===== src/design/bqcd_pkg.sv =====
`timescale 1ns / 1ps

package bqcd_pkg;

    localparam int FREQ_W = 17;
    localparam int QV_W   = 16;
    localparam int GAIN_W = 14;
    localparam int FS_W   = 18;
    localparam int COEF_W = 32;

    localparam logic [FS_W-1:0]   FS_MIN   = 18'd8000;
    localparam logic [FS_W-1:0]   FS_MAX   = 18'd192000;
    localparam logic [FS_W-1:0]   FS_RESET = 18'd48000;
    localparam logic [FREQ_W-1:0] F_MIN    = 17'd10;
    localparam logic [QV_W-1:0]   Q_FLOOR  = 16'd41;

    // floor(x / 100) = (x * RECIP100) >> 30 for x up to FS_MAX * FS_NUM
    localparam logic [23:0] FS_NUM    = 24'd49;
    localparam logic [23:0] RECIP100  = 24'd10737419;

    localparam logic signed [43:0] ONE_Q30_W   = 44'sd1073741824;
    localparam logic signed [32:0] ONE_Q30_P   = 33'sd1073741824;
    localparam logic signed [35:0] CORDIC_K    = 36'sd652032874;
    localparam logic signed [42:0] DB_LOG2_Q40 = 43'sd356689313;
    localparam logic signed [59:0] LN2_Q30     = 60'sd744261118;
    localparam logic [31:0]        QUARTER     = 32'h4000_0000;

    localparam int DIV_NUM_W = 43;
    localparam int DIV_DEN_W = 42;
    localparam int DIV_QUO_W = 41;
    localparam int DIV_SH_W  = 6;
    localparam logic [DIV_QUO_W-1:0] DIV_CAP = 41'h100_0000_0000;

    typedef enum logic [1:0] {
        TYPE_LOWPASS,
        TYPE_HIGHPASS,
        TYPE_BANDPASS,
        TYPE_PEAKING
    } filt_type_t;

    typedef struct packed {
        filt_type_t                ftype;
        logic [FREQ_W-1:0]         freq;
        logic [QV_W-1:0]           qv;
        logic signed [GAIN_W-1:0]  gain;
        logic [FS_W-1:0]           fs;
    } job_t;

    typedef struct packed {
        logic signed [COEF_W-1:0] b0;
        logic signed [COEF_W-1:0] b1;
        logic signed [COEF_W-1:0] b2;
        logic signed [COEF_W-1:0] a1;
        logic signed [COEF_W-1:0] a2;
    } coef_set_t;

    typedef struct packed {
        logic                 start;
        logic [DIV_NUM_W-1:0] numer;
        logic [DIV_DEN_W-1:0] denom;
        logic [DIV_SH_W-1:0]  shamt;
    } div_req_t;

    typedef struct packed {
        logic                 busy;
        logic                 done;
        logic [DIV_QUO_W-1:0] quot;
    } div_rsp_t;

    // CORDIC step angles, turns in Q32
    function automatic logic [31:0] atan_turn(input logic [4:0] idx);
        logic [31:0] v;
        unique case (idx)
            5'd0:  v = 32'd536870912;
            5'd1:  v = 32'd316933406;
            5'd2:  v = 32'd167458907;
            5'd3:  v = 32'd85004756;
            5'd4:  v = 32'd42667331;
            5'd5:  v = 32'd21354465;
            5'd6:  v = 32'd10679838;
            5'd7:  v = 32'd5340245;
            5'd8:  v = 32'd2670163;
            5'd9:  v = 32'd1335087;
            5'd10: v = 32'd667544;
            5'd11: v = 32'd333772;
            5'd12: v = 32'd166886;
            5'd13: v = 32'd83443;
            5'd14: v = 32'd41722;
            5'd15: v = 32'd20861;
            5'd16: v = 32'd10430;
            5'd17: v = 32'd5215;
            5'd18: v = 32'd2608;
            5'd19: v = 32'd1304;
            5'd20: v = 32'd652;
            5'd21: v = 32'd326;
            5'd22: v = 32'd163;
            5'd23: v = 32'd81;
            5'd24: v = 32'd41;
            5'd25: v = 32'd20;
            5'd26: v = 32'd10;
            5'd27: v = 32'd5;
            5'd28: v = 32'd3;
            5'd29: v = 32'd1;
            5'd30: v = 32'd1;
            5'd31: v = 32'd0;
        endcase
        return v;
    endfunction

    // ceil(2^35 / k): exact floor division by k for values below 2^31
    function automatic logic [35:0] recip_k(input logic [2:0] k);
        logic [35:0] v;
        unique case (k)
            3'd1:    v = 36'd34359738368;
            3'd2:    v = 36'd17179869184;
            3'd3:    v = 36'd11453246123;
            3'd4:    v = 36'd8589934592;
            3'd5:    v = 36'd6871947674;
            3'd6:    v = 36'd5726623062;
            3'd7:    v = 36'd4908534053;
            default: v = 36'd0;
        endcase
        return v;
    endfunction

endpackage


===== src/design/bqcd_queue.sv =====
`timescale 1ns / 1ps

module bqcd_queue import bqcd_pkg::*;
(
    input  logic clk,
    input  logic rst_n,
    input  logic push,
    input  job_t push_job,
    output logic not_full,
    input  logic pop,
    output logic not_empty,
    output job_t head
);

    job_t       slot_reg [2];
    logic       wr_ptr_reg;
    logic       rd_ptr_reg;
    logic [1:0] count_reg;

    assign not_full  = (count_reg != 2'd2);
    assign not_empty = (count_reg != 2'd0);
    assign head      = slot_reg[rd_ptr_reg];

    always_ff @(posedge clk or negedge rst_n)
    begin
        if (!rst_n)
        begin
            wr_ptr_reg <= 1'b0;
            rd_ptr_reg <= 1'b0;
            count_reg  <= 2'd0;
        end
        else
        begin
            if (push)
                wr_ptr_reg <= ~wr_ptr_reg;
            if (pop)
                rd_ptr_reg <= ~rd_ptr_reg;
            if (push && !pop)
                count_reg <= count_reg + 2'd1;
            else if (pop && !push)
                count_reg <= count_reg - 2'd1;
        end
    end

    always_ff @(posedge clk)
    begin
        if (push)
            slot_reg[wr_ptr_reg] <= push_job;
    end

endmodule


===== config.mk =====
export PLATFORM = sky130hd
export DESIGN_NAME = bqcd_queue
export DESIGN_NICKNAME = d
export VERILOG_FILES = /design/src/design/bqcd_pkg.sv /design/src/design/bqcd_queue.sv
export SDC_FILE = /design/constraint.sdc
export NUM_CORES = 1
export LEC_CHECK = 0
export BUFFER_PORTS_ARGS = -buffer_cell sky130_fd_sc_hd__buf_2
export CAP_MARGIN = 15
export CORE_ASPECT_RATIO = 1.25
export CORE_MARGIN = 4
export CORE_UTILIZATION = 45
export CTS_BUF_LIST = sky130_fd_sc_hd__clkbuf_8
export CTS_CLUSTER_DIAMETER = 200
export DETAILED_ROUTE_END_ITERATION = 6
export GPL_ROUTABILITY_DRIVEN = 0
export PLACE_DENSITY = 0.73
export SYNTH_ARGS = -nofsm -noshare
export SYNTH_HDL_FRONTEND = slang
export SYNTH_SLANG_ARGS = --single-unit

===== constraint.sdc =====
create_clock -name clk -period 4.1 [get_ports clk]
set_input_delay 0.615 -clock clk [delete_from_list [all_inputs] [get_ports clk]]
set_output_delay 0.615 -clock clk [all_outputs]
set_load 0.05 [all_outputs]

==> metrics <==
commonest non-fill, non-tap cells in the layout=139 x buf_2, 134 x edfxtp_1, 47 x mux2_2; setup bufs post-CTS=0; leading area contributor after synthesis=edfxtp_1; Syn Nets=297; FP Rows=43; final hold slack=0.3740 ns; P_sw=2.118 mW; CTS tree=built; DRT antenna net count=0; # diodes=0; area delta synth->final=24.17%; HP Class=input pin to register; # H-tree levels=4; Final Cycle Share=69.29%; unrepaired setup endpoints after global routing=false; Slew Limit Headroom=31.47%; wire per inst=16.02 um; Seq pwr share=40.5%; required time of the critical path=3.48 ns; CP Data Arrival Time=2.23 ns; slowest stage delay, CP=1.10 ns; Hold Vio Cnt, Final=0; worst-path cell chain=mux2_2 > buf_2; Max IR drop VDD=0.0005233 V; commonest non-fill, non-tap cell in the layout=buf_2; Worst setup EP type=primary output; critical path depth in cells=2; Logic pwr share=between 30 and 40%; DRC=0; Clock Sinks=138; WL final=8410 um; CP Buf/Inv Count=1; CP Class=register to primary output; Int Power=about 3.0 mW; Clock transition at path regs=~0.08 ns; cells on worst reg2reg path=2; clock share of power=between 20% and 30%; Final Skew=0.009511 ns; Synth warnings=0; delay-heaviest family, CP=flip-flops; leakage power=2.456 nW; vias post-DR=2542; Die Span Y=127.2 um; CTS Root Cell=clkbuf_8; Final setup violation count=0; Final Slew Violations=0; shortest period the worst path allows=2.841 ns; worst slew pin tran=1.028 ns; Gate Count Post-Synth=225; # Max-Cap Violations=0; routed vias/inst=4.842; CP max stage cell=dfrtp_4; area of the core=11140 um2; Die Footprint=13150 um2; Port Buffers=139; Startpoint Class=register; CTS max path bufs=2; CTS Buf Count=17; Overall Power=5.151 mW; Worst-Skew Late Latency=0.42 ns; total gr overflow=0; Yosys top cell area share=78.67%; largest net degree at the start of global routing=69; cell area after placement=5941 um2; Netlist cell types=16; net total in the final layout=449; Setup Total Neg Slack=0 ns; vias in the first global route=between 2k and 3k; outcome=finished, final reports clean; initial antenna violation count=1; initial core utilization=45.93%; DR pass1 iterations=5; Largest register FFs=134; initial DRC count=96; GRT Total Usage=13.58%; Synth area leaders=edfxtp_1 79%, mux2_2 10%, mux2_4 5.9%; Switching Share=between 40% and 50%; Die X=103.4 um; register area share after synthesis=80.63%; design area=between 6000 and 7000 um2; synthesized area=between 5000 and 6000 um2; final core occ=between 50 and 60%; fill cell count=between 800 and 900; Avg Cell Area, Syn=~23 um2; Max Clk Rate=352.0 MHz; #FFs+latches synth=138; I/O pins=140; DP HPWL=5379 um; first-pass GRT wire length=between 10000 and 15000 um; maximum fanout along the worst path=68; worst hold path depth=2; R2R setup slack=2.39 ns; power density cells=811.0 nW/um2; share of cells above drive strength 1=62.31%
==> stage by stage <==
| step | setup slack (ns) | std cells |
|---|---|---|
| detailed placement | 1.693 | 492 |
| global route | 1.143 | 525 |
| floorplan | 0.04199 | 225 |
| finish | 1.259 | 525 |
| CTS | 1.201 | 525 |
| global placement | 1.693 | 492 |
==> cells by family (layout without fill, tap and decap cells) <==
family | Yosys count | in the layout | share of synthesized area, %
muxes | 67 | 67 | 16.22
buffers and inverters | 9 | 174 | 1.492
adders and majority gates | 1 | 1 | 0.2446
DFF | 138 | 138 | 80.63
xor gates and xnor gates | 5 | 5 | 0.8561
and+or+nand+nor | 5 | 5 | 0.5629
==> metal layers <==
metal	GRT usage, %	wire, um	up-vias
met5	0	7	-
met2	23.50	4444	93
li1	-	-	1192
met4	6.174	207	2
met3	6.008	662	21
met1	13.75	3089	1234
==> layout make-up <==
cell class | count | area, um2 | share of cell area [%]
Inverter | 1 | 3.754 | 0.05910
Sequential cell | 138 | 4128 | 64.99
Clock inverter | 15 | 166.4 | 2.620
Clock buffer | 17 | 234.0 | 3.684
Multi-Input combinational cell | 78 | 924.6 | 14.56
Tap cell | 135 | 168.9 | 2.660
Timing Repair Buffer | 141 | 725.7 | 11.43
==> power by group through the flow <==
| stage | registers, mW | logic, mW | clock network [mW] |
|---|---|---|---|
| finish | 2.09 | 1.99 | 1.08 |
| floorplan | 1.97 | 1.78 | 0 |
| global route | 2.13 | 2.08 | 1.19 |
| CTS | 2.10 | 2.02 | 1.11 |
| detailed placement | 2.13 | 2.01 | 0 |
| global placement | 2.11 | 2.01 | 0 |
==> worst paths after layout <==
path                                    to          from
max in group asynchronous       rd_ptr_reg         rst_n
min in group asynchronous       rd_ptr_reg         rst_n
min reg2reg                   count_reg[1]  count_reg[1]
max                               head[59]    rd_ptr_reg
max reg2reg                slot_reg[0][28]    wr_ptr_reg
min                             rd_ptr_reg           pop
==> synth_stat cells <==
cell type	n
mux2_2	47
buf_8	2
buf_2	4
xor2_1	4
nor2b_1	1
nor2_1	1
dfrtp_1	4
buf_6	2
edfxtp_1	134
inv_1	1
xnor2_1	1
and2_1	1
nand2b_1	1
or2_2	1
mux2_4	20
ha_1	1
==> what timing repair did <==
item,CTS,global route
gates resized for setup,0,0
hold endpoints to repair,4,0
hold buffers,1,0
(Power assumes the default switching activity.)
