--- src/design/bqcd_pkg.sv ---
`timescale 1ns / 1ps

package bqcd_pkg;

    localparam int FREQ_W = 17;
    localparam int QV_W   = 16;
    localparam int GAIN_W = 14;
    localparam int FS_W   = 18;
    localparam int COEF_W = 32;

    localparam logic [FS_W-1:0]   FS_MIN   = 18'd8000;
    localparam logic [FS_W-1:0]   FS_MAX   = 18'd192000;
    localparam logic [FS_W-1:0]   FS_RESET = 18'd48000;
    localparam logic [FREQ_W-1:0] F_MIN    = 17'd10;
    localparam logic [QV_W-1:0]   Q_FLOOR  = 16'd41;

    // floor(x / 100) = (x * RECIP100) >> 30 for x up to FS_MAX * FS_NUM
    localparam logic [23:0] FS_NUM    = 24'd49;
    localparam logic [23:0] RECIP100  = 24'd10737419;

    localparam logic signed [43:0] ONE_Q30_W   = 44'sd1073741824;
    localparam logic signed [32:0] ONE_Q30_P   = 33'sd1073741824;
    localparam logic signed [35:0] CORDIC_K    = 36'sd652032874;
    localparam logic signed [42:0] DB_LOG2_Q40 = 43'sd356689313;
    localparam logic signed [59:0] LN2_Q30     = 60'sd744261118;
    localparam logic [31:0]        QUARTER     = 32'h4000_0000;

    localparam int DIV_NUM_W = 43;
    localparam int DIV_DEN_W = 42;
    localparam int DIV_QUO_W = 41;
    localparam int DIV_SH_W  = 6;
    localparam logic [DIV_QUO_W-1:0] DIV_CAP = 41'h100_0000_0000;

    typedef enum logic [1:0] {
        TYPE_LOWPASS,
        TYPE_HIGHPASS,
        TYPE_BANDPASS,
        TYPE_PEAKING
    } filt_type_t;

    typedef struct packed {
        filt_type_t                ftype;
        logic [FREQ_W-1:0]         freq;
        logic [QV_W-1:0]           qv;
        logic signed [GAIN_W-1:0]  gain;
        logic [FS_W-1:0]           fs;
    } job_t;

    typedef struct packed {
        logic signed [COEF_W-1:0] b0;
        logic signed [COEF_W-1:0] b1;
        logic signed [COEF_W-1:0] b2;
        logic signed [COEF_W-1:0] a1;
        logic signed [COEF_W-1:0] a2;
    } coef_set_t;

    typedef struct packed {
        logic                 start;
        logic [DIV_NUM_W-1:0] numer;
        logic [DIV_DEN_W-1:0] denom;
        logic [DIV_SH_W-1:0]  shamt;
    } div_req_t;

    typedef struct packed {
        logic                 busy;
        logic                 done;
        logic [DIV_QUO_W-1:0] quot;
    } div_rsp_t;

    // CORDIC step angles, turns in Q32
    function automatic logic [31:0] atan_turn(input logic [4:0] idx);
        logic [31:0] v;
        unique case (idx)
            5'd0:  v = 32'd536870912;
            5'd1:  v = 32'd316933406;
            5'd2:  v = 32'd167458907;
            5'd3:  v = 32'd85004756;
            5'd4:  v = 32'd42667331;
            5'd5:  v = 32'd21354465;
            5'd6:  v = 32'd10679838;
            5'd7:  v = 32'd5340245;
            5'd8:  v = 32'd2670163;
            5'd9:  v = 32'd1335087;
            5'd10: v = 32'd667544;
            5'd11: v = 32'd333772;
            5'd12: v = 32'd166886;
            5'd13: v = 32'd83443;
            5'd14: v = 32'd41722;
            5'd15: v = 32'd20861;
            5'd16: v = 32'd10430;
            5'd17: v = 32'd5215;
            5'd18: v = 32'd2608;
            5'd19: v = 32'd1304;
            5'd20: v = 32'd652;
            5'd21: v = 32'd326;
            5'd22: v = 32'd163;
            5'd23: v = 32'd81;
            5'd24: v = 32'd41;
            5'd25: v = 32'd20;
            5'd26: v = 32'd10;
            5'd27: v = 32'd5;
            5'd28: v = 32'd3;
            5'd29: v = 32'd1;
            5'd30: v = 32'd1;
            5'd31: v = 32'd0;
        endcase
        return v;
    endfunction

    // ceil(2^35 / k): exact floor division by k for values below 2^31
    function automatic logic [35:0] recip_k(input logic [2:0] k);
        logic [35:0] v;
        unique case (k)
            3'd1:    v = 36'd34359738368;
            3'd2:    v = 36'd17179869184;
            3'd3:    v = 36'd11453246123;
            3'd4:    v = 36'd8589934592;
            3'd5:    v = 36'd6871947674;
            3'd6:    v = 36'd5726623062;
            3'd7:    v = 36'd4908534053;
            default: v = 36'd0;
        endcase
        return v;
    endfunction

endpackage

--- src/design/bqcd_divider.sv ---
`timescale 1ns / 1ps

module bqcd_divider import bqcd_pkg::*;
(
    input  logic     clk,
    input  logic     rst_n,
    input  div_req_t req,
    output div_rsp_t rsp
);

    localparam int CNT_W = 7;

    logic                 busy_reg;
    logic                 done_reg;
    logic [CNT_W-1:0]     cnt_reg;
    logic [DIV_NUM_W-1:0] num_reg;
    logic [DIV_DEN_W-1:0] den_reg;
    logic [DIV_DEN_W-1:0] rem_reg;
    logic [DIV_QUO_W-1:0] quo_reg;
    logic                 ovf_reg;

    logic [DIV_DEN_W:0]   rem_sh;
    logic [DIV_DEN_W:0]   rem_diff;
    logic                 fit;

    // one quotient bit per cycle; the numerator runs out into trailing zeros
    assign rem_sh   = {rem_reg, num_reg[DIV_NUM_W-1]};
    assign fit      = (rem_sh >= {1'b0, den_reg});
    assign rem_diff = rem_sh - {1'b0, den_reg};

    assign rsp.busy = busy_reg;
    assign rsp.done = done_reg;
    assign rsp.quot = (den_reg == '0 || ovf_reg || quo_reg[DIV_QUO_W-1]) ? DIV_CAP : quo_reg;

    always_ff @(posedge clk or negedge rst_n)
    begin
        if (!rst_n)
        begin
            busy_reg <= 1'b0;
            done_reg <= 1'b0;
            cnt_reg  <= '0;
        end
        else if (req.start)
        begin
            busy_reg <= 1'b1;
            done_reg <= 1'b0;
            cnt_reg  <= CNT_W'(DIV_NUM_W) + CNT_W'(req.shamt);
        end
        else if (busy_reg)
        begin
            cnt_reg <= cnt_reg - CNT_W'(1);
            if (cnt_reg == CNT_W'(1))
            begin
                busy_reg <= 1'b0;
                done_reg <= 1'b1;
            end
        end
        else
        begin
            done_reg <= 1'b0;
        end
    end

    always_ff @(posedge clk)
    begin
        if (req.start)
        begin
            num_reg <= req.numer;
            den_reg <= req.denom;
            rem_reg <= '0;
            quo_reg <= '0;
            ovf_reg <= 1'b0;
        end
        else if (busy_reg)
        begin
            num_reg <= {num_reg[DIV_NUM_W-2:0], 1'b0};
            rem_reg <= fit ? rem_diff[DIV_DEN_W-1:0] : rem_sh[DIV_DEN_W-1:0];
            quo_reg <= {quo_reg[DIV_QUO_W-2:0], fit};
            // a bit shifted out past the cap keeps the quotient saturated
            ovf_reg <= ovf_reg | quo_reg[DIV_QUO_W-1];
        end
    end

endmodule

--- config.mk ---
export PLATFORM = sky130hd
export DESIGN_NAME = bqcd_divider
export DESIGN_NICKNAME = d
export VERILOG_FILES = /design/src/design/bqcd_pkg.sv /design/src/design/bqcd_divider.sv
export SDC_FILE = /design/constraint.sdc
export NUM_CORES = 1
export LEC_CHECK = 0
export ABC_AREA = 1
export BUFFER_PORTS_ARGS = -buffer_cell sky130_fd_sc_hd__buf_2
export CAP_MARGIN = 20
export CORE_UTILIZATION = 30
export CTS_CLUSTER_DIAMETER = 80
export DETAILED_ROUTE_END_ITERATION = 8
export SLEW_MARGIN = 0
export SYNTH_ARGS = -nofsm -noshare
export SYNTH_HDL_FRONTEND = slang
export SYNTH_SLANG_ARGS = --single-unit
--- constraint.sdc ---
create_clock -name clk -period 3.65 [get_ports clk]
set_input_delay 0.365 -clock clk [delete_from_list [all_inputs] [get_ports clk]]
set_output_delay 0.365 -clock clk [all_outputs]
set_load 0.03 [all_outputs]
==> impl_metrics.toml <==
[routing]
drc_errors = 0
viasPerCell = 4.52
drtAntennaViolNets = 0
vias = 9447
wirelength_um = 29900
drt_pass1_iterations = 5
drtIter0Drc = 490
wl_per_cell_um = 14.3

[layout]
seqCellArea_um2 = 4460
final_layout_size_suffix_gt1_share_pct = 12.2
area_growth_pct = 15.9
final_core_utilization_pct = 35.5
fin_nets = 1761
antenna_cells = 0
nFillCells = 3753
largest_reg_flops = 43
multiInputGateArea_um2 = 4970

[worst_setup_path]
critPathKind = "reg2out"
r2r-end = "rem_reg[39]"
cp_data_required_time_ps = 3280
startpoint_type = "flop"
rr_worst_depth = 14
reg2reg_from = "den_reg[18]"
max_stage_delay_ps = 390
r2r_setup_slack_ps = 890
cp_max_fo = 41
crit_chain = "inv_1 > nand4_1 > nor4_1 > buf_4 > nand3_1 > nand3_1 > buf_4 > nor2_1 > buf_2"
cp-end-kind = "output port"
cp.arrival_ps = 2580
cpMaxStageDelayCell = "nor4_1"

[yosys]
ys.flop_type = "edfxtp_1"
syn_area_per_cell_um2 = 7.07
synth-edff-count = 85
synth_nets = 1639
ys_warn_count = 0
seq_area_frac_synth_pct = 42.1
synthCells = 1499
ys_types = 42
ys_ff_latch = 178
syn_area_um2 = 10600
synth-async-reset-ratio_pct = 5.06

[floorplanning]
fp.dieH_um = 190
ios = 137
initial_core_util_pct = 30.6
core-area_um2 = 34600
fp.dieW_um = 190
dieArea_um2 = 36100
num_rows = 68

[min_path]
hp-start = "req[7]"
min_path_type = "in2reg"
holdPathEnd = "den_reg[1]"
holdPathStages = 1

[timing]
finalSetupTns_ps = 0
fmax_mhz = 340
rsz0062_at_grt = "no"
fin_crit_ps = 2940
skew_ps = 19.9
hold_violations = 0
setup-violations-final = 0
final_max_slew_viol_count = 0
max_slew_margin_pct = 50.8
tightest_slew_ps = 736
min_period_over_period_pct = 80.7

[global_routing]
gr-total-overflow = 0
grt_antenna_before_repair = 5
grt_pass1_vias = 9491
grt_max_degree = 54
grtUsageTotal_pct = 17.2
grt_pass1_wl_um = 48800

[cts]
clk_pin_slew_ps = 80
worstSkewPairLatency_ps = 460
cts_tree = "done"
cts_max_level = 4
ctsResizeCount = 0
clock-root-buffer = "clkbuf_16"
clock_sinks = 178
cts.path.max_buffers = 2
cts_buffers = 17
post_cts_buffers = 0

[power]
p_per_area_nw_per_um2 = 669
cellLeakagePower_nw = 6.25
irDropWorstVdd_uv = 376

[placement]
routabilityCongestion = 0.902
place_hpwl_um = 22700
port_buffers = 136

[flow_run]
drv_cap = 0

[outcome]
status = "finished clean"
synthesized netlist by cell type, types with 2 or more instances:
master    number  area share [%]
buf_1          4            0.14
a21oi_1       39             1.8
xnor2_1       22             1.8
nor2_1       122             4.3
inv_2          8            0.28
dfrtp_1        9             2.1
nor4_1         3            0.18
o22ai_1       42             2.5
o21bai_1       7            0.50
nand2_2        2            0.12
o21ai_1       19            0.90
nand4_1       14            0.83
dfxtp_1       84              16
ha_1          45             5.3
nand3_1       92             4.3
nand2_1      546              19
o221ai_1       2            0.17
o21ai_0       21            0.99
xor2_1         6            0.50
clkbuf_1      27            0.96
nor3_1         2           0.094
nor2_4         2            0.21
and2_1         2            0.12
buf_6          5            0.53
buf_2          4            0.19
nand3b_1      18             1.3
edfxtp_1      85              24
buf_4          3            0.21
inv_1        247             8.7
nor2_2         5            0.30
metal layers:
metal  wire [um]  vias to the layer above  share of wire [%]  GRT usage, %
met4         445                       10                1.5          4.75
met2       13400                      185                 45          27.5
li1            -                     4951                  -             -
met3        1570                       31                5.2          4.63
met5          63                        -               0.21             0
met1       14400                     4270                 48          22.7
worst max path at each step:
| stage | start | end | slack (ps) | depth (start not counted) |
|---|---|---|---|---|
| floorplan | req[91] | num_reg[0] | 980 | 4 |
| global placement | den_reg[16] | rem_reg[38] | 960 | 14 |
| detailed placement | den_reg[26] | rem_reg[39] | 880 | 14 |
| CTS | den_reg[35] | rsp[28] | 560 | 9 |
| global route | den_reg[35] | rsp[28] | 510 | 9 |
| finish | den_reg[35] | rsp[28] | 710 | 9 |
report_power, final:
part / leakage, nW / total, mW / switching [mW] / internal (mW)
logic: 4.29 / 3.78 / 2.46 / 1.33
registers: 1.68 / 2.64 / 0.208 / 2.43
clock network: 0.284 / 1.80 / 0.888 / 0.907
total: 6.25 / 8.22 / 3.55 / 4.66
critical path, delay by kind of cell (launching register included):
| kind | cells | cell delay, ps |
|---|---|---|
| flip-flops | 1 | 360 |
| buffers and inverters | 4 | 870 |
| AND/OR/NAND/NOR | 5 | 890 |
kinds of logic after synthesis:
| kind of cell | share of synthesized area (%) |
|---|---|
| xor gates and xnor gates | 2.31 |
| AOI/OAI and AO/OA | 7.22 |
| and+or+nand+nor | 31.8 |
| adders and majority gates | 5.50 |
| buffers and inverters | 11.1 |
| DFF | 42.1 |
cells in the final DEF, fill, tap and decap left out, types with 3 or more instances in the layout:
cell type  count
dfrtp_1        9
inv_1        248
xnor2_1       22
clkinv_4       4
inv_2          7
o21bai_1       7
nor2_2         7
buf_2        135
ha_1          45
nor2_1       120
o22ai_1       42
dfxtp_1       84
nand3b_1      18
xor2_1         6
a21oi_1       39
nor4_1         3
nand3_1       92
clkbuf_16     17
o21ai_1       19
edfxtp_1      85
nand4_1       14
o21ai_0       21
nand2_1      546
buf_4         10
inv_8          4
repair_timing:
item,4_1_cts,5_1_grt
setup endpoints to repair,0,0
hold endpoints to repair,9,0
hold buffers,1,0
metrics by stage:
stage          cells  power [mW]  area (um2)  hold slack, ps  worst slack [ps]
6_report        2089        8.22       12300            81.7               706
5_1_grt         2089        8.93       12300            52.0               508
4_1_cts         2089        8.30       12300            54.8               560
3_5_place_dp    2056        6.45       11700             235               880
3_3_place_gp    2056        6.44       11700             238               957
2_1_floorplan   1499        5.56       10600            69.4               983
layout make-up:
class,instances,area share (%)
clock buffer,18,3.49
clock inverter,14,1.14
inverter,256,7.83
multi-input combinational,1022,40.4
sequential,178,36.3
tap,455,4.63
timing repair buffer,146,6.19
Power figures use the tool's default switching activity.
