===== config.mk =====
export PLATFORM = sky130hd
export DESIGN_NAME = bqcd_front_flat
export DESIGN_NICKNAME = d
export VERILOG_FILES = /design/src/design/bqcd_pkg.sv /design/src/design/bqcd_if.sv /design/src/design/bqcd_front.sv /design/src/flat_wrapper.sv
export SDC_FILE = /design/constraint.sdc
export NUM_CORES = 1
export LEC_CHECK = 0
export BUFFER_PORTS_ARGS = -buffer_cell sky130_fd_sc_hd__buf_2
export CAP_MARGIN = 20
export CORE_MARGIN = 8
export CORE_UTILIZATION = 25
export DETAILED_ROUTE_END_ITERATION = 10
export GPL_TIMING_DRIVEN = 0
export PLACE_DENSITY = 0.85
export SYNTH_ARGS = -nofsm -noshare
export SYNTH_HDL_FRONTEND = slang
export SYNTH_SLANG_ARGS = --single-unit

===== constraint.sdc =====
create_clock -name vclk -period 1.6
set_input_delay 0.32 -clock vclk [all_inputs]
set_output_delay 0.32 -clock vclk [all_outputs]
set_load 0.01 [all_outputs]

===== src/design/bqcd_pkg.sv =====
`timescale 1ns / 1ps

package bqcd_pkg;

    localparam int FREQ_W = 17;
    localparam int QV_W   = 16;
    localparam int GAIN_W = 14;
    localparam int FS_W   = 18;
    localparam int COEF_W = 32;

    localparam logic [FS_W-1:0]   FS_MIN   = 18'd8000;
    localparam logic [FS_W-1:0]   FS_MAX   = 18'd192000;
    localparam logic [FS_W-1:0]   FS_RESET = 18'd48000;
    localparam logic [FREQ_W-1:0] F_MIN    = 17'd10;
    localparam logic [QV_W-1:0]   Q_FLOOR  = 16'd41;

    // floor(x / 100) = (x * RECIP100) >> 30 for x up to FS_MAX * FS_NUM
    localparam logic [23:0] FS_NUM    = 24'd49;
    localparam logic [23:0] RECIP100  = 24'd10737419;

    localparam logic signed [43:0] ONE_Q30_W   = 44'sd1073741824;
    localparam logic signed [32:0] ONE_Q30_P   = 33'sd1073741824;
    localparam logic signed [35:0] CORDIC_K    = 36'sd652032874;
    localparam logic signed [42:0] DB_LOG2_Q40 = 43'sd356689313;
    localparam logic signed [59:0] LN2_Q30     = 60'sd744261118;
    localparam logic [31:0]        QUARTER     = 32'h4000_0000;

    localparam int DIV_NUM_W = 43;
    localparam int DIV_DEN_W = 42;
    localparam int DIV_QUO_W = 41;
    localparam int DIV_SH_W  = 6;
    localparam logic [DIV_QUO_W-1:0] DIV_CAP = 41'h100_0000_0000;

    typedef enum logic [1:0] {
        TYPE_LOWPASS,
        TYPE_HIGHPASS,
        TYPE_BANDPASS,
        TYPE_PEAKING
    } filt_type_t;

    typedef struct packed {
        filt_type_t                ftype;
        logic [FREQ_W-1:0]         freq;
        logic [QV_W-1:0]           qv;
        logic signed [GAIN_W-1:0]  gain;
        logic [FS_W-1:0]           fs;
    } job_t;

    typedef struct packed {
        logic signed [COEF_W-1:0] b0;
        logic signed [COEF_W-1:0] b1;
        logic signed [COEF_W-1:0] b2;
        logic signed [COEF_W-1:0] a1;
        logic signed [COEF_W-1:0] a2;
    } coef_set_t;

    typedef struct packed {
        logic                 start;
        logic [DIV_NUM_W-1:0] numer;
        logic [DIV_DEN_W-1:0] denom;
        logic [DIV_SH_W-1:0]  shamt;
    } div_req_t;

    typedef struct packed {
        logic                 busy;
        logic                 done;
        logic [DIV_QUO_W-1:0] quot;
    } div_rsp_t;

    // CORDIC step angles, turns in Q32
    function automatic logic [31:0] atan_turn(input logic [4:0] idx);
        logic [31:0] v;
        unique case (idx)
            5'd0:  v = 32'd536870912;
            5'd1:  v = 32'd316933406;
            5'd2:  v = 32'd167458907;
            5'd3:  v = 32'd85004756;
            5'd4:  v = 32'd42667331;
            5'd5:  v = 32'd21354465;
            5'd6:  v = 32'd10679838;
            5'd7:  v = 32'd5340245;
            5'd8:  v = 32'd2670163;
            5'd9:  v = 32'd1335087;
            5'd10: v = 32'd667544;
            5'd11: v = 32'd333772;
            5'd12: v = 32'd166886;
            5'd13: v = 32'd83443;
            5'd14: v = 32'd41722;
            5'd15: v = 32'd20861;
            5'd16: v = 32'd10430;
            5'd17: v = 32'd5215;
            5'd18: v = 32'd2608;
            5'd19: v = 32'd1304;
            5'd20: v = 32'd652;
            5'd21: v = 32'd326;
            5'd22: v = 32'd163;
            5'd23: v = 32'd81;
            5'd24: v = 32'd41;
            5'd25: v = 32'd20;
            5'd26: v = 32'd10;
            5'd27: v = 32'd5;
            5'd28: v = 32'd3;
            5'd29: v = 32'd1;
            5'd30: v = 32'd1;
            5'd31: v = 32'd0;
        endcase
        return v;
    endfunction

    // ceil(2^35 / k): exact floor division by k for values below 2^31
    function automatic logic [35:0] recip_k(input logic [2:0] k);
        logic [35:0] v;
        unique case (k)
            3'd1:    v = 36'd34359738368;
            3'd2:    v = 36'd17179869184;
            3'd3:    v = 36'd11453246123;
            3'd4:    v = 36'd8589934592;
            3'd5:    v = 36'd6871947674;
            3'd6:    v = 36'd5726623062;
            3'd7:    v = 36'd4908534053;
            default: v = 36'd0;
        endcase
        return v;
    endfunction

endpackage


===== src/design/bqcd_if.sv =====
`timescale 1ns / 1ps

interface bqcd_req_if;
    logic               valid;
    logic               ready;
    logic [1:0]         req_type;
    logic [16:0]        frequency_hz;
    logic [15:0]        q_value;
    logic signed [13:0] gain_db;

    modport source (output valid, req_type, frequency_hz, q_value, gain_db, input ready);
    modport sink   (input valid, req_type, frequency_hz, q_value, gain_db, output ready);
endinterface



===== src/design/bqcd_front.sv =====
`timescale 1ns / 1ps

module bqcd_front import bqcd_pkg::*;
(
    bqcd_req_if.sink       req_ch,
    input  logic [FS_W-1:0] fs_cfg,
    input  logic            queue_ready,
    output logic            push,
    output job_t            job
);

    logic [FS_W-1:0] fs_clamped;

    assign req_ch.ready = queue_ready;
    assign push         = req_ch.valid && queue_ready;

    always_comb
    begin
        if (fs_cfg < FS_MIN)
            fs_clamped = FS_MIN;
        else if (fs_cfg > FS_MAX)
            fs_clamped = FS_MAX;
        else
            fs_clamped = fs_cfg;
    end

    // floor the frequency and Q here; the upper frequency bound needs fs * 0.49
    always_comb
    begin
        job.ftype = filt_type_t'(req_ch.req_type);
        job.freq  = (req_ch.frequency_hz < F_MIN) ? F_MIN : req_ch.frequency_hz;
        job.qv    = (req_ch.q_value < Q_FLOOR) ? Q_FLOOR : req_ch.q_value;
        job.gain  = req_ch.gain_db;
        job.fs    = fs_clamped;
    end

endmodule


===== src/flat_wrapper.sv =====
// flat-port wrapper written by rule: the top's interface ports become plain ports
module bqcd_front_flat import bqcd_pkg::*;
  (fs_cfg, queue_ready, push, job, req_ch_valid, req_ch_req_type, req_ch_frequency_hz, req_ch_q_value, req_ch_gain_db, req_ch_ready);
  bqcd_req_if req_ch_i ();
  input  logic [FS_W-1:0] fs_cfg;
  input  logic queue_ready;
  output logic push;
  output job_t job;
  input wire logic [$bits(req_ch_i.valid)-1:0] req_ch_valid;
  input wire logic [$bits(req_ch_i.req_type)-1:0] req_ch_req_type;
  input wire logic [$bits(req_ch_i.frequency_hz)-1:0] req_ch_frequency_hz;
  input wire logic [$bits(req_ch_i.q_value)-1:0] req_ch_q_value;
  input wire logic [$bits(req_ch_i.gain_db)-1:0] req_ch_gain_db;
  output wire logic [$bits(req_ch_i.ready)-1:0] req_ch_ready;
  assign req_ch_i.valid = req_ch_valid;
  assign req_ch_i.req_type = req_ch_req_type;
  assign req_ch_i.frequency_hz = req_ch_frequency_hz;
  assign req_ch_i.q_value = req_ch_q_value;
  assign req_ch_i.gain_db = req_ch_gain_db;
  assign req_ch_ready = req_ch_i.ready;
  bqcd_front u_core (.req_ch(req_ch_i), .fs_cfg(fs_cfg), .queue_ready(queue_ready), .push(push), .job(job));
endmodule

==> flow_metrics.py, run 1 <==
metrics = {
    "sta": {
        "hold_violations": 0,
        "period_minus_slack_ns": 1.867,
        "rsz0062_at_grt": "true",
        "setup_viol": 22,
        "slew_headroom_pct": 75.23,
        "fin_crit_sh_pct": 116.7,
        "fmax_ghz": 0.5356,
        "drv_slew": 0,
        "worstMarginPinSlew_ns": 0.3695,
        "fin_ws_ns": -0.2672,
    },
    "status": {
        "status": "finished with violations",
        "violations": "setup timing",
    },
    "flow_run": {
        "cap_violations": 0,
    },
    "drt": {
        "wl_um": 3710,
        "ant_nets": 0,
        "vias": 1166,
        "drt_iter0_markers": 24,
        "drcViolationCount": 0,
        "dr.pass1.iters": 4,
        "vias_per_cell": 4.555,
        "wl_per_cell_um": 14.49,
    },
    "global_route": {
        "grt-ovfl-total": 0,
        "antenna_found_initial": 0,
        "grt_start_max_net_pins": 7,
        "grt_usage_pct": 15.08,
        "grt_pass1_vias": 1286,
        "grt_pass1_wl_um": 5623,
    },
    "setup_path": {
        "critical_path_required_ns": 1.28,
        "cp.arrival_ns": 1.55,
        "crit_path_start_kind": "input pin",
        "cp-end-kind": "output port",
        "worst-setup-path-type": "in2out",
        "cp_max_fo": 5,
        "crit_path_start": "fs_cfg[2]",
    },
    "logic_synthesis": {
        "synth_warnings": 0,
        "yosysUniqueCellTypes": 29,
        "postSynthAreaPerCell_um2": 6.293,
        "synthCells": 101,
        "synth.most_common_cell": "clkbuf_1",
        "synthTopCellsByArea": "buf_4 20%, clkbuf_1 14%, nor3b_2 14%",
        "syn_area_um2": 635.6,
        "yosysTopAreaCell": "buf_4",
        "yosysTopAreaCellShare_pct": 20.08,
        "synth-seq-area-share_pct": 0,
        "synthTopCellsByCount": "24 x clkbuf_1, 17 x buf_4, 7 x nor3b_2, 7 x nor4_1",
        "synthesis.nets": 170,
    },
    "floorplan": {
        "core_um2": 2455,
        "die_area_um2": 4412,
        "num_io_pins": 138,
        "initial_core_util_pct": 25.89,
        "rows": 18,
        "die_w_um": 66.42,
        "die_y_um": 66.42,
    },
    "clock_tree": {
        "holdBufCountCts": 0,
    },
    "layout": {
        "seq_area_um2": 0,
        "n_antenna_cell": 0,
        "drive_gt1_share_pct": 75.66,
        "post-route-util_pct": 62.03,
        "seq_cells": 0,
        "n_clock_buffer": 0,
        "fill_cells": 230,
        "nets": 297,
        "area_delta_synth_final_pct": 139.6,
    },
    "power_and_ir_drop": {
        "pwr-share-clk_pct": 0,
        "p_int_mw": 0.2310,
        "fin_total_pwr_mw": 0.4274,
        "seqPwrFrac_pct": 0,
        "switchingPower_mw": 0.1965,
        "p_per_area_nw_per_um2": 280.7,
        "combPwrFrac_pct": 100.0,
        "p_leak_nw": 0.8096,
        "switching_share_pct": 45.97,
        "ir_drop_uv": 211.8,
    },
    "min_path": {
        "hold_path.class": "in2out",
        "hold_start": "req_ch_req_type[1]",
        "hold_path_end": "job[66]",
        "min_path_cells": 2,
    },
    "placed_design": {
        "hpwl_um": 3091,
        "gp_congestion": 0.7816,
        "port_buffers": 122,
    },
}
critical path, cell delays in order:
cell and delay, ns:
buf_6 0.10, nor4_4 0.26, nand4b_1 0.11, o21a_2 0.25, or3_1 0.36, buf_2 0.15
kinds of logic (layout without fill, tap and decap cells):
family / count (synthesis) / in the layout / synth area share [%]
buffers and inverters: 44 / 168 / 37.21
and+or+nand+nor: 47 / 48 / 52.16
AOI/OAI and AO/OA: 10 / 10 / 10.63
how the worst max path moves through the flow:
stage,endpoint,slack (ns),cells after the start
2_1_floorplan,job[10],0.002,4
6_report,job[10],-0.27,6
4_1_cts,job[10],-0.26,6
3_5_place_dp,job[3],-0.34,7
3_3_place_gp,job[4],-0.34,7
5_1_grt,job[11],-0.34,6
per-stage QoR:
step	setup slack (ns)	hold slack (ns)	instances	instance area, um^2	TNS, ns
6_report	-0.2672	0.8256	256	1523	-3.112
5_1_grt	-0.3434	0.8304	256	1523	-5.279
4_1_cts	-0.2552	0.8282	256	1500	-3.147
3_5_place_dp	-0.3436	0.8284	253	1284	-6.216
3_3_place_gp	-0.3444	0.8272	253	1284	-5.878
2_1_floorplan	0.001721	0.7318	101	635.6	0
placed cells by master, fill, tap and decap left out, drive strengths merged:
| cell type | Yosys | routed |
|---|---|---|
| nand2 | 3 | 3 |
| o21a | 1 | 1 |
| nand2b | 2 | 2 |
| and2b | 1 | 1 |
| a21oi | 2 | 2 |
| o22ai | 1 | 1 |
| nor2b | 2 | 2 |
| nand3 | 1 | 1 |
| nor2 | 5 | 6 |
| a31o | 2 | 2 |
| a22oi | 1 | 1 |
| or3b | 1 | 1 |
| inv | 2 | 2 |
| or2 | 5 | 5 |
| o21ai | 2 | 2 |
| clkbuf | 24 | 24 |
| o31a | 1 | 1 |
| nor3b | 7 | 7 |
| and2 | 4 | 4 |
| buf | 18 | 142 |
| or3 | 2 | 2 |
| nand4 | 3 | 3 |
| nor3 | 2 | 2 |
| nand4b | 2 | 2 |
| nor4 | 7 | 7 |
cell type report:
type | instances | area [um^2] | share of cell area, %
timing repair buffer | 124 | 718.2 | 47.17
multi-input combinational | 58 | 530.5 | 34.84
buffer | 42 | 229.0 | 15.04
tap | 30 | 37.54 | 2.465
inverter | 2 | 7.507 | 0.4930
power by group through the flow:
stage | clock network [mW] | logic [mW] | registers (mW)
detailed placement | 0 | 0.366 | 0
finish | 0 | 0.427 | 0
floorplan | 0 | 0.177 | 0
global placement | 0 | 0.361 | 0
CTS | 0 | 0.422 | 0
global route | 0 | 0.464 | 0
repair_timing:
item                                    in CTS  in global routing
endpoints found under the setup margin      24                 24
buffers inserted                             1                  0
pin swaps                                   14                  2
gates resized for setup                     37                  5
hold endpoints to repair                     0                  0
gates cloned                                 2                  0
layer usage:
layer	wire length, um	global-route usage (%)
met5	0	0
met4	0	0.2667
met3	434	5.593
met2	2087	32.09
met1	1188	13.42
(Power assumes the default switching activity.)
==> run 2: changes to the inputs <==
--- a/config.mk
+++ b/config.mk
@@ -5,7 +5,7 @@
 export SDC_FILE = /design/constraint.sdc
 export NUM_CORES = 1
 export LEC_CHECK = 0
-export BUFFER_PORTS_ARGS = -buffer_cell sky130_fd_sc_hd__buf_2
+export BUFFER_PORTS_ARGS = -buffer_cell sky130_fd_sc_hd__buf_4
 export CAP_MARGIN = 20
 export CORE_MARGIN = 8
 export CORE_UTILIZATION = 25
==> flow_metrics.py, run 2 (synthesis results as in run 1) <==
metrics = {
    "status": {
        "status": "finished with violations",
        "violations": "setup timing",
    },
    "layout": {
        "drive_gt1_share_pct": 76.55,
        "seq_cells": 0,
        "final_common_cell": "buf_4",
        "fill_cells": 211,
        "area_delta_synth_final_pct": 188.6,
        "final_cell_mix": "121 x buf_4, 24 x clkbuf_1, 19 x buf_6, 6 x nor4_4, 5 x nor3b_2",
        "n_antenna_cell": 0,
        "n_clock_buffer": 0,
        "final_area_um2": 1834,
        "seq_area_um2": 0,
        "nets": 297,
    },
    "drt": {
        "wl_um": 4247,
        "vias_per_cell": 4.492,
        "drt_iter0_markers": 36,
        "drcViolationCount": 0,
        "ant_nets": 0,
        "wl_per_cell_um": 16.59,
        "vias": 1150,
        "dr.pass1.iters": 2,
    },
    "min_path": {
        "hold_start": "req_ch_gain_db[12]",
        "hold_path_end": "job[30]",
        "min_path_cells": 2,
        "hold_path.class": "in2out",
    },
    "sta": {
        "setup_viol": 23,
        "slew_headroom_pct": 75.47,
        "fmax_ghz": 0.5368,
        "worstMarginPinSlew_ns": 0.3659,
        "rsz0062_at_grt": "true",
        "drv_slew": 0,
        "fin_ws_ns": -0.2630,
        "fin_crit_sh_pct": 116.4,
        "hold_violations": 0,
        "period_minus_slack_ns": 1.863,
    },
    "floorplan": {
        "die_area_um2": 4412,
        "initial_core_util_pct": 25.89,
        "rows": 18,
        "die_y_um": 66.42,
        "die_w_um": 66.42,
        "num_io_pins": 138,
        "core_um2": 2455,
    },
    "power_and_ir_drop": {
        "fin_total_pwr_mw": 0.5318,
        "p_leak_nw": 0.9196,
        "p_per_area_nw_per_um2": 289.9,
        "ir_drop_uv": 222.6,
    },
    "setup_path": {
        "crit_path_start_kind": "input pin",
        "critical_path_required_ns": 1.28,
        "cp_common_cell": "buf_6",
        "crit_chain": "buf_6, nor4_4, nand4b_1, o21a_2, or3_1, buf_6",
        "cp.arrival_ns": 1.54,
        "path_buf_inv": 2,
        "slowest_stage": "or3_1",
        "cp_slowest_stage_delay_ns": 0.36,
        "crit_family": "simple AND/OR/NAND/NOR gates",
        "cp_max_fo": 5,
        "worst-setup-path-type": "in2out",
        "cp-end-kind": "output port",
    },
    "placed_design": {
        "postPlaceCellArea_um2": 1589,
        "gp_congestion": 0.8049,
        "port_buffers": 122,
        "hpwl_um": 3361,
    },
    "global_route": {
        "grt-ovfl-total": 0,
        "grt_pass1_vias": 1326,
        "grt_start_max_net_pins": 7,
        "grt_usage_pct": 17.04,
        "grt_pass1_wl_um": 6099,
        "antenna_found_initial": 0,
    },
    "flow_run": {
        "cap_violations": 0,
    },
}
## run 2: cell types whose count changed in the layout (fill, tap and decap cells not counted), moves of 3 or more
| cell | change |
|---|---|
| buf_2 | -109 |
| buf_4 | +103 |
| buf_6 | +6 |
| and2_1 | -3 |
| and2_4 | +3 |
## run 2: what timing repair did
item                       CTS  global route
cloned                       2             0
setup endpoints to repair   24            24
buffers inserted             1             0
pin swaps                    8             5
resized for setup           39            10
hold buffers                 0             0
## run 2: area by class of cell
| type | instances | area (um^2) | area share (%) |
|---|---|---|---|
| inverter | 2 | 7.507 | 0.4093 |
| buffer | 42 | 229.0 | 12.48 |
| multi-input combinational | 58 | 546.8 | 29.81 |
| timing repair buffer | 124 | 1013 | 55.25 |
| tap | 30 | 37.54 | 2.046 |
## run 2: worst max path at each step
stage	start	endpoint	slack, ns	depth (start not counted)
after global placement	req_ch_frequency_hz[12]	job[49]	-0.36	6
after floorplan	fs_cfg[12]	job[10]	0.002	4
final	fs_cfg[2]	job[11]	-0.26	6
after CTS	fs_cfg[2]	job[11]	-0.25	6
after detailed placement	req_ch_frequency_hz[11]	job[51]	-0.37	6
after global routing	fs_cfg[12]	job[11]	-0.32	6
## run 2: through the flow
stage          setup slack (ns)  util [%]  setup TNS [ns]  hold WS, ns  std cells
2_1_floorplan          0.001721         -               0       0.7318        101
3_3_place_gp            -0.3636     64.73          -6.315       0.8184        253
3_5_place_dp            -0.3674     64.73          -6.641       0.8193        253
4_1_cts                 -0.2548     72.94          -3.494       0.8193        256
5_1_grt                 -0.3195     74.72          -5.344       0.8215        256
6_report                -0.2630     74.72          -3.685       0.8171        256
## run 2: layer usage
layer	share of wire (%)	global-route usage, %
met1	30	14.67
met2	58	36.19
met3	10	5.424
met4	1.9	3.200
met5	0	0
## run 2: where the power goes
part	leakage, nW	internal, mW	switching, mW
registers	0	0	0
logic	0.920	0.321	0.211
clock network	0	0	0
total	0.920	0.321	0.211
